--- src/design/mrpt_pkg.sv ---
// Shared types and constants of the Miller-Rabin prime test block.
package mrpt_pkg;

  typedef enum logic [6:0] {
    ST_IDLE  = 7'b0000001,
    ST_RED   = 7'b0000010,
    ST_SPLIT = 7'b0000100,
    ST_POW   = 7'b0001000,
    ST_SQR   = 7'b0010000,
    ST_WAIT  = 7'b0100000,
    ST_OUT   = 7'b1000000
  } mrpt_state_t;

  typedef struct packed {
    logic start;
    logic busy;
    logic done;
  } mrpt_mm_ctl_t;

endpackage

--- src/design/mrpt_modmul.sv ---
// Bit-serial modular multiplier: computes x * y mod m one bit of y per cycle.
module mrpt_modmul #(
  parameter int NUM_WIDTH = 32
) (
  input  logic                 clk,
  input  logic                 rst_n,
  input  logic                 start,
  input  logic [NUM_WIDTH-1:0] x,
  input  logic [NUM_WIDTH-1:0] y,
  input  logic [NUM_WIDTH-1:0] m,
  output mrpt_pkg::mrpt_mm_ctl_t ctl,
  output logic [NUM_WIDTH-1:0] prod
);
  import mrpt_pkg::*;

  localparam int CW = $clog2(NUM_WIDTH + 1);

  logic [NUM_WIDTH-1:0] acc_r, acc_nxt, x_r, m_r, y_r;
  logic [CW-1:0]        cnt_r;
  logic                 busy_r, done_r;
  logic [NUM_WIDTH:0]   dbl, dbl_red, add_s;

  // Horner step, MSB of y first: acc = 2*acc (+ x), each reduced once.
  always_comb begin
    dbl     = {acc_r, 1'b0};
    dbl_red = (dbl >= {1'b0, m_r}) ? dbl - {1'b0, m_r} : dbl;
    add_s   = dbl_red + {1'b0, x_r};
    if (y_r[NUM_WIDTH-1]) begin
      acc_nxt = (add_s >= {1'b0, m_r}) ? NUM_WIDTH'(add_s - {1'b0, m_r})
                                       : NUM_WIDTH'(add_s);
    end else begin
      acc_nxt = NUM_WIDTH'(dbl_red);
    end
  end

  always_ff @(posedge clk) begin
    if (!rst_n) begin
      busy_r <= 1'b0;
      done_r <= 1'b0;
      cnt_r  <= '0;
    end else begin
      done_r <= 1'b0;
      if (start) begin
        busy_r <= 1'b1;
        cnt_r  <= CW'(NUM_WIDTH);
      end else if (busy_r) begin
        cnt_r <= cnt_r - 1'b1;
        if (cnt_r == CW'(1)) begin
          busy_r <= 1'b0;
          done_r <= 1'b1;
        end
      end
    end
  end

  always_ff @(posedge clk) begin
    if (start) begin
      acc_r <= '0;
      x_r   <= x;
      y_r   <= y;
      m_r   <= m;
    end else if (busy_r) begin
      acc_r <= acc_nxt;
      y_r   <= {y_r[NUM_WIDTH-2:0], 1'b0};
    end
  end

  assign ctl.start = start;
  assign ctl.busy  = busy_r;
  assign ctl.done  = done_r;
  assign prod      = acc_r;
endmodule

--- config.mk ---
export PLATFORM = sky130hd
export DESIGN_NAME = mrpt_modmul
export DESIGN_NICKNAME = d
export VERILOG_FILES = /design/src/design/mrpt_pkg.sv /design/src/design/mrpt_modmul.sv
export SDC_FILE = /design/constraint.sdc
export NUM_CORES = 1
export LEC_CHECK = 0
export ABC_AREA = 1
export BUFFER_PORTS_ARGS = -buffer_cell sky130_fd_sc_hd__buf_2
export CAP_MARGIN = 20
export CORE_MARGIN = 1
export CORE_UTILIZATION = 50
export CTS_CLUSTER_DIAMETER = 200
export DETAILED_ROUTE_END_ITERATION = 10
export GPL_TIMING_DRIVEN = 0
export MAX_ROUTING_LAYER = met4
export PLACE_DENSITY = 0.81
export SETUP_SLACK_MARGIN = 0.5
export SYNTH_ARGS = -nofsm -noshare
export SYNTH_HDL_FRONTEND = slang
export SYNTH_SLANG_ARGS = --single-unit
export TNS_END_PERCENT = 50
--- constraint.sdc ---
create_clock -name clk -period 14.2 [get_ports clk]
set_input_delay 0.71 -clock clk [delete_from_list [all_inputs] [get_ports clk]]
set_output_delay 0.71 -clock clk [all_outputs]
set_load 0.005 [all_outputs]
==> qor.csv, run 1 <==
metric,value,unit
synthesized flop and latch total,136,
Total Wirelength,45.3,mm
Yosys cell types,50,
first-pass GRT wire length,67.3,mm
synth top area cells,"edfxtp_1 (24%), nand2_1 (18%), ha_1 (10%), inv_1 (7.7%), dfxtp_1 (6.6%)",
area of the multi-input gates,7340,sq um
hold depth,1,
die area,25000,sq um
part of the cycle the worst path needs,54.9,%
Worst Path Required,14.58,ns
worst-path fanout max,10,
Synth top area share,23.6,%
die width,158,um
Post-Place Cells,2262,
Tot GR Track Use,38.1,%
routed length per instance,19.7,um
Residual DRC,0,
CP Launch Type,flip-flop,
IO Count,134,
final hold viol count,0,
port buffer count,133,
initial antenna violation count,0,
CTS H-tree depth,4,
n_diodes,0,
Tmin final,7.80,ns
CTS Root Cell,clkbuf_16,
CTS tree,built,
max_cap viols,0,
status,"complete, no violations",
clk_lat worst skew,0.45,ns
Rel. slew slack,45.6,%
Critical Path Most Common Cell,nand2_1,
Hold/Removal Path Class,input pin to flip-flop,
grt ovf,0,
ys flop type,edfxtp_1,
Yosys top cell by area,edfxtp_1,
syn_nets,2008,
Static Leakage,7.26,nW
synth cell count leaders,"nand2_1 (592), inv_1 (249), nor2_1 (161)",
Async SR Flop Fraction,0,%
post-cts sizing count,0,
CP arrival,8.18,ns
met1 GRT Util,51.6,%
1st-pass router iterations,5,
slowest CP cell,nor4_1,
worst slew pin tran,0.816,ns
# setup viols final,0,
hold_buf cts,0,
syn avg cell area,6.75,sq um
post-synthesis sequential area ratio,30.2,%
chip height,158,um
Mapped Cells,1808,
TritonCTS buffer count,17,
Longest Clk Path Bufs,2,
met2 usage,59.1,%
hold slack,0.432,ns
largest net degree at the start of global routing,42,
Slowest Stage Delay on Critical Path,0.64,ns
antenna-violating nets left,0,
gp weighted congestion,1.08,
top-count cell post-synth,nand2_1,
Worst Reg-to-Reg Cells,36,
RSZ-0062 raised after global routing,false,
Crit Path Class,flip-flop to flip-flop,
fillcell total,2325,
Fin Setup TNS,0,ns
Layout Cells excl Fill,2294,
Synth warnings,0,
critical path endpoint category,flip-flop,
starting DRC count in detailed routing,1177,
# rows,56,
Post-CTS Setup Bufs,0,
routed vias,12800,
clock skew,0.0147,ns
synthesized cell area,12200,sq um
"EDFF count, synth",96,
maximum vdd drop,0.132,mV
pins over their slew limit,0,
Max Fclk,0.128,GHz
PwrDens,259,nW/um^2
fraction of layout cells with a size suffix above 1,12.5,%
Avg Vias per Cell,5.57,
"Clk pin slew, worst setup/hold paths",0.08,ns
GRT met3 Usage,4.82,%
clk sink count,136,
global route hottest layer,met2,
estimated wirelength of the detail-placed design,37.7,mm
Nets,2162,
R2R Setup Slk,6.40,ns
FF+latch area,3680,sq um
area delta synth->final,14.1,%
vias in the first global route,11700,
Core Area,23700,sq um
Starting Density,51.5,%
cell families after synthesis:
family | Yosys count | share of synthesized area, %
xor gates and xnor gates | 62 | 4.45
buffers and inverters | 294 | 9.63
AOI/OAI and AO/OA | 292 | 13.7
and+or+nand+nor | 923 | 31.4
DFF | 136 | 30.2
adders and majority gates | 101 | 10.5
report_power, final:
group          leakage [nW]  internal, mW  switching, mW
sequential             1.29         0.472         0.0437
clock                 0.291         0.238          0.231
combinational          5.69         0.830           1.78
total                  7.26          1.54           2.06
critical path: cells and delay by family (launching register included):
kind                     cells  cell delay (ns)
XOR/XNOR                     1             0.39
adder cells (fa/ha/maj)      3             1.15
AO/OA/AOI/OAI                4             0.77
buffers and inverters        6             0.97
AND/OR/NAND/NOR             22             4.10
flip-flops                   1             0.34
stage by stage:
stage / setup slack [ns] / total power [mW] / utilization (%) / instance area (sq um)
6_report: 6.40 / 3.60 / 58.8 / 13900
5_1_grt: 6.12 / 3.84 / 58.8 / 13900
4_1_cts: 6.57 / 3.51 / 58.8 / 13900
3_5_place_dp: 6.58 / 3.03 / 56.2 / 13300
3_3_place_gp: 6.51 / 3.01 / 56.0 / 13300
2_1_floorplan: 9.10 / 2.25 / - / 12200
final cells by class:
class	count	area share (%)
Buffer	41	1.62
Timing Repair Buffer	135	5.12
Tap cell	319	2.87
Multi-Input combinational cell	1378	52.7
Sequential cell	136	26.5
Clock buffer	17	3.06
Inverter	253	6.82
Clock inverter	15	1.31
path summary, 6_finish.rpt:
kind                         start                    end
max              m_r[16]$_DFFE_PP_  prod[11]$_SDFFE_PP0P_
min                          x[27]      x_r[27]$_DFFE_PP_
max reg2reg      m_r[16]$_DFFE_PP_  prod[11]$_SDFFE_PP0P_
min reg2reg  cnt_r[0]$_SDFFE_PP0P_  cnt_r[0]$_SDFFE_PP0P_
per-layer routing:
metal	share of wire [%]	up-vias	wire [um]
met4	2.5	0	1130
met3	9.0	68	4070
li1	-	6175	-
met5	0	-	0
met2	44	625	20100
met1	44	5906	20000
cells in the final DEF, fill, tap and decap left out, types with 5 or more instances in the layout:
| cell | count |
|---|---|
| buf_2 | 142 |
| or2_2 | 14 |
| nand4_1 | 16 |
| o21ai_0 | 73 |
| nand2_2 | 11 |
| buf_4 | 6 |
| xor2_1 | 42 |
| nand2_1 | 592 |
| clkbuf_16 | 17 |
| o21ai_2 | 5 |
| nand3b_1 | 6 |
| edfxtp_1 | 96 |
| inv_1 | 249 |
| a31oi_1 | 7 |
| o211ai_1 | 6 |
| dfxtp_1 | 40 |
| buf_6 | 5 |
| o21ai_1 | 20 |
| o21a_1 | 5 |
| clkbuf_1 | 17 |
| nand3_1 | 84 |
| a21o_1 | 12 |
| ha_1 | 98 |
| nor3_1 | 13 |
| nor2_1 | 161 |
| o21bai_1 | 18 |
| nor4_1 | 5 |
| xnor2_1 | 20 |
| clkinv_8 | 6 |
| a21oi_2 | 11 |
| a21oi_1 | 124 |
sequential cells by signal (all words and copies together) (netlist names):
register  cells
done_r        1
x_r          32
cnt_r         6
m_r          32
prod         32
y_r          32
busy_r        1
(Power assumes the default switching activity.)
==> run 2, diff against run 1 <==
- PLACE_DENSITY: 0.81 -> 0.83
- clock period: 14.2 -> 6.97 ns (I/O delays scaled with it)
==> run 2 against run 1 <==
Clock skew up 0.0024 ns. Final cell count rose by 0.39%. Via count hardly changed. Core utilization is 2.4 points higher. Critical path depth decreased by 6. Die area stayed put. Sequential share of layout area fell by 1.0 points. Register-to-register slack worse by 5.7 ns. Clock power rose by 110%. Worst setup slack got worse by 5.7 ns. Global-route usage fell by 1.5 points. First-iteration DRC count grew 7.6%. Critical path type unchanged. Largest power group unchanged.
==> qor.csv, run 2 (synthesis results as in run 1) <==
metric,value,unit,change
die width,158,um,unchanged
CTS H-tree depth,4,,unchanged
Avg Vias per Cell,5.55,,-0.32%
starting DRC count in detailed routing,1266,,+7.6%
clk sink count,136,,unchanged
RR Endpoint,prod[11]$_SDFFE_PP0P_,,
crit path to,prod[11]$_SDFFE_PP0P_,,
Max Fclk,0.160,GHz,+25%
CTS tree,built,,
"Clk pin slew, worst setup/hold paths",0.08,ns,about the same
WL met3,3.93,mm,-3.4%
grt ovf,0,,unchanged
gp weighted congestion,1.05,,-2.3%
"most common cell after layout, fill and taps aside",nand2_1,,
Final Cell Area,14500,sq um,+4.1%
Critical Path Most Common Cell,nand2_1,,
Layout Utilization,61.2,%,+2.4 points
routed vias,12800,,+0.070%
# setup viols final,0,,unchanged
Tmin final,6.24,ns,-1.56 ns
vias in the first global route,11900,,+1.2%
Static Leakage,7.39,nW,+1.7%
Residual DRC,0,,unchanged
R2R Setup Slk,0.73,ns,-5.67 ns
metal1 wirelength,18.7,mm,-6.6%
Core Area,23700,sq um,unchanged
pins over their slew limit,0,,unchanged
CP arrival,6.61,ns,-1.57 ns
# rows,56,,unchanged
antenna-violating nets left,0,,unchanged
status,"complete, no violations",,
Worst Path Required,7.34,ns,-7.24 ns
CTS Root Cell,clkbuf_16,,
Hold/Removal Path Class,input pin to flip-flop,,
Reg-to-Reg Start,m_r[16]$_DFFE_PP_,,
die area,25000,sq um,unchanged
Nets,2171,,+0.42%
TritonCTS buffer count,17,,unchanged
first-pass GRT wire length,65.3,mm,-3.0%
clk_lat worst skew,0.44,ns,about the same
maximum vdd drop,0.257,mV,+95%
final hold viol count,0,,unchanged
IO Count,134,,unchanged
fillcell total,2238,,-3.7%
most frequent cells in the layout,"nand2_1 (582), inv_1 (243), nor2_1 (154)",,
largest net degree at the start of global routing,67,,+60%
post-placement setup slack,-0.760,ns,-7.34 ns
Fin Setup TNS,0,ns,unchanged
clock skew,0.0171,ns,+0.00238 ns
worst-path fanout max,10,,unchanged
port buffer count,133,,unchanged
Crit Path Class,flip-flop to flip-flop,,
estimated wirelength of the detail-placed design,35.4,mm,-6.0%
DR WL met2,19.7,mm,-1.9%
1st-pass router iterations,8,,+3
critical path endpoint category,flip-flop,,
worst setup path start,m_r[16]$_DFFE_PP_,,
n_diodes,0,,unchanged
Tot GR Track Use,36.6,%,-1.5 points
fraction of layout cells with a size suffix above 1,16.6,%,+4.2 points
part of the cycle the worst path needs,89.5,%,+35 points
DP Area,13300,sq um,-0.13%
Total Wirelength,43.8,mm,-3.3%
Worst Reg-to-Reg Cells,30,,-17%
area delta synth->final,18.8,%,
Highest Signal Layer,met4,,
worst slew pin tran,0.897,ns,+0.0806 ns
Longest Clk Path Bufs,2,,unchanged
Starting Density,51.5,%,unchanged
max_cap viols,0,,unchanged
initial antenna violation count,0,,unchanged
chip height,158,um,unchanged
slowest CP cell,o21ai_0,,
final worst slack,0.730,ns,-5.67 ns
PwrDens,518,nW/um^2,+100%
RSZ-0062 raised after global routing,false,,
Rel. slew slack,40.2,%,-5.4 points
Slowest Stage Delay on Critical Path,0.65,ns,about the same
CP Launch Type,flip-flop,,
hold_buf cts,0,,unchanged
routed length per instance,19.0,um,-3.7%
-- run 2: what timing repair did --
action | CTS | global route
gates resized for setup | 25 | 77
pin swaps | 3 | 12
setup endpoints to repair | 32 | 32
setup buffers | 2 | 8
-- run 2: stage by stage --
stage | total power [mW] | hold slack [ns] | std cells
after floorplan | 4.59 | 0.447 | 1808
after global placement | 5.96 | 0.470 | 2260
after detailed placement | 6.00 | 0.501 | 2261
after CTS | 7.11 | 0.0712 | 2295
after global routing | 8.01 | 0.0662 | 2303
final | 7.50 | 0.0737 | 2303
-- run 2: worst min-delay path by stage --
stage | from | end | cells past startpoint
4_1_cts | x[10] | x_r[10]$_DFFE_PP_ | 1
2_1_floorplan | m[0] | m_r[0]$_DFFE_PP_ | 0
3_5_place_dp | y_r[29]$_DFFE_PP_ | y_r[30]$_DFFE_PP_ | 2
6_report | x[31] | x_r[31]$_DFFE_PP_ | 1
5_1_grt | x[31] | x_r[31]$_DFFE_PP_ | 1
3_3_place_gp | cnt_r[0]$_SDFFE_PP0P_ | cnt_r[0]$_SDFFE_PP0P_ | 2
-- run 2: area by class of cell --
type | count | area (sq um) | share of cell area (%)
Timing Repair Buffer | 144 | 771 | 5.32
Tap cell | 319 | 399 | 2.75
Buffer | 41 | 243 | 1.68
Clock inverter | 13 | 163 | 1.12
Sequential cell | 136 | 3680 | 25.4
Clock buffer | 19 | 475 | 3.28
Inverter | 253 | 950 | 6.55
Multi-Input combinational cell | 1378 | 7800 | 53.9
-- run 2: metal layers --
layer | up-vias | GRT usage (%)
met2 | 641 | 56.5
met5 | - | -
met1 | 5858 | 47.6
met3 | 88 | 6.16
met4 | 0 | 14.1
li1 | 6196 | -
-- run 2: critical path: cells and delay by family, from the launching register on --
kind            cells  cell delay [ns]
compound gates      8             1.89
xor+xnor            1             0.22
fa+ha+maj           3             1.10
buf+inv             4             0.54
flops               1             0.40
simple gates       14             1.99
-- run 2: where the power goes --
part / switching, mW / internal [mW] / leakage, nW / total [mW]
Clock: 0.445 / 0.559 / 0.315 / 1.00
Sequential: 0.0873 / 0.962 / 1.29 / 1.05
Combinational: 3.61 / 1.85 / 5.78 / 5.45
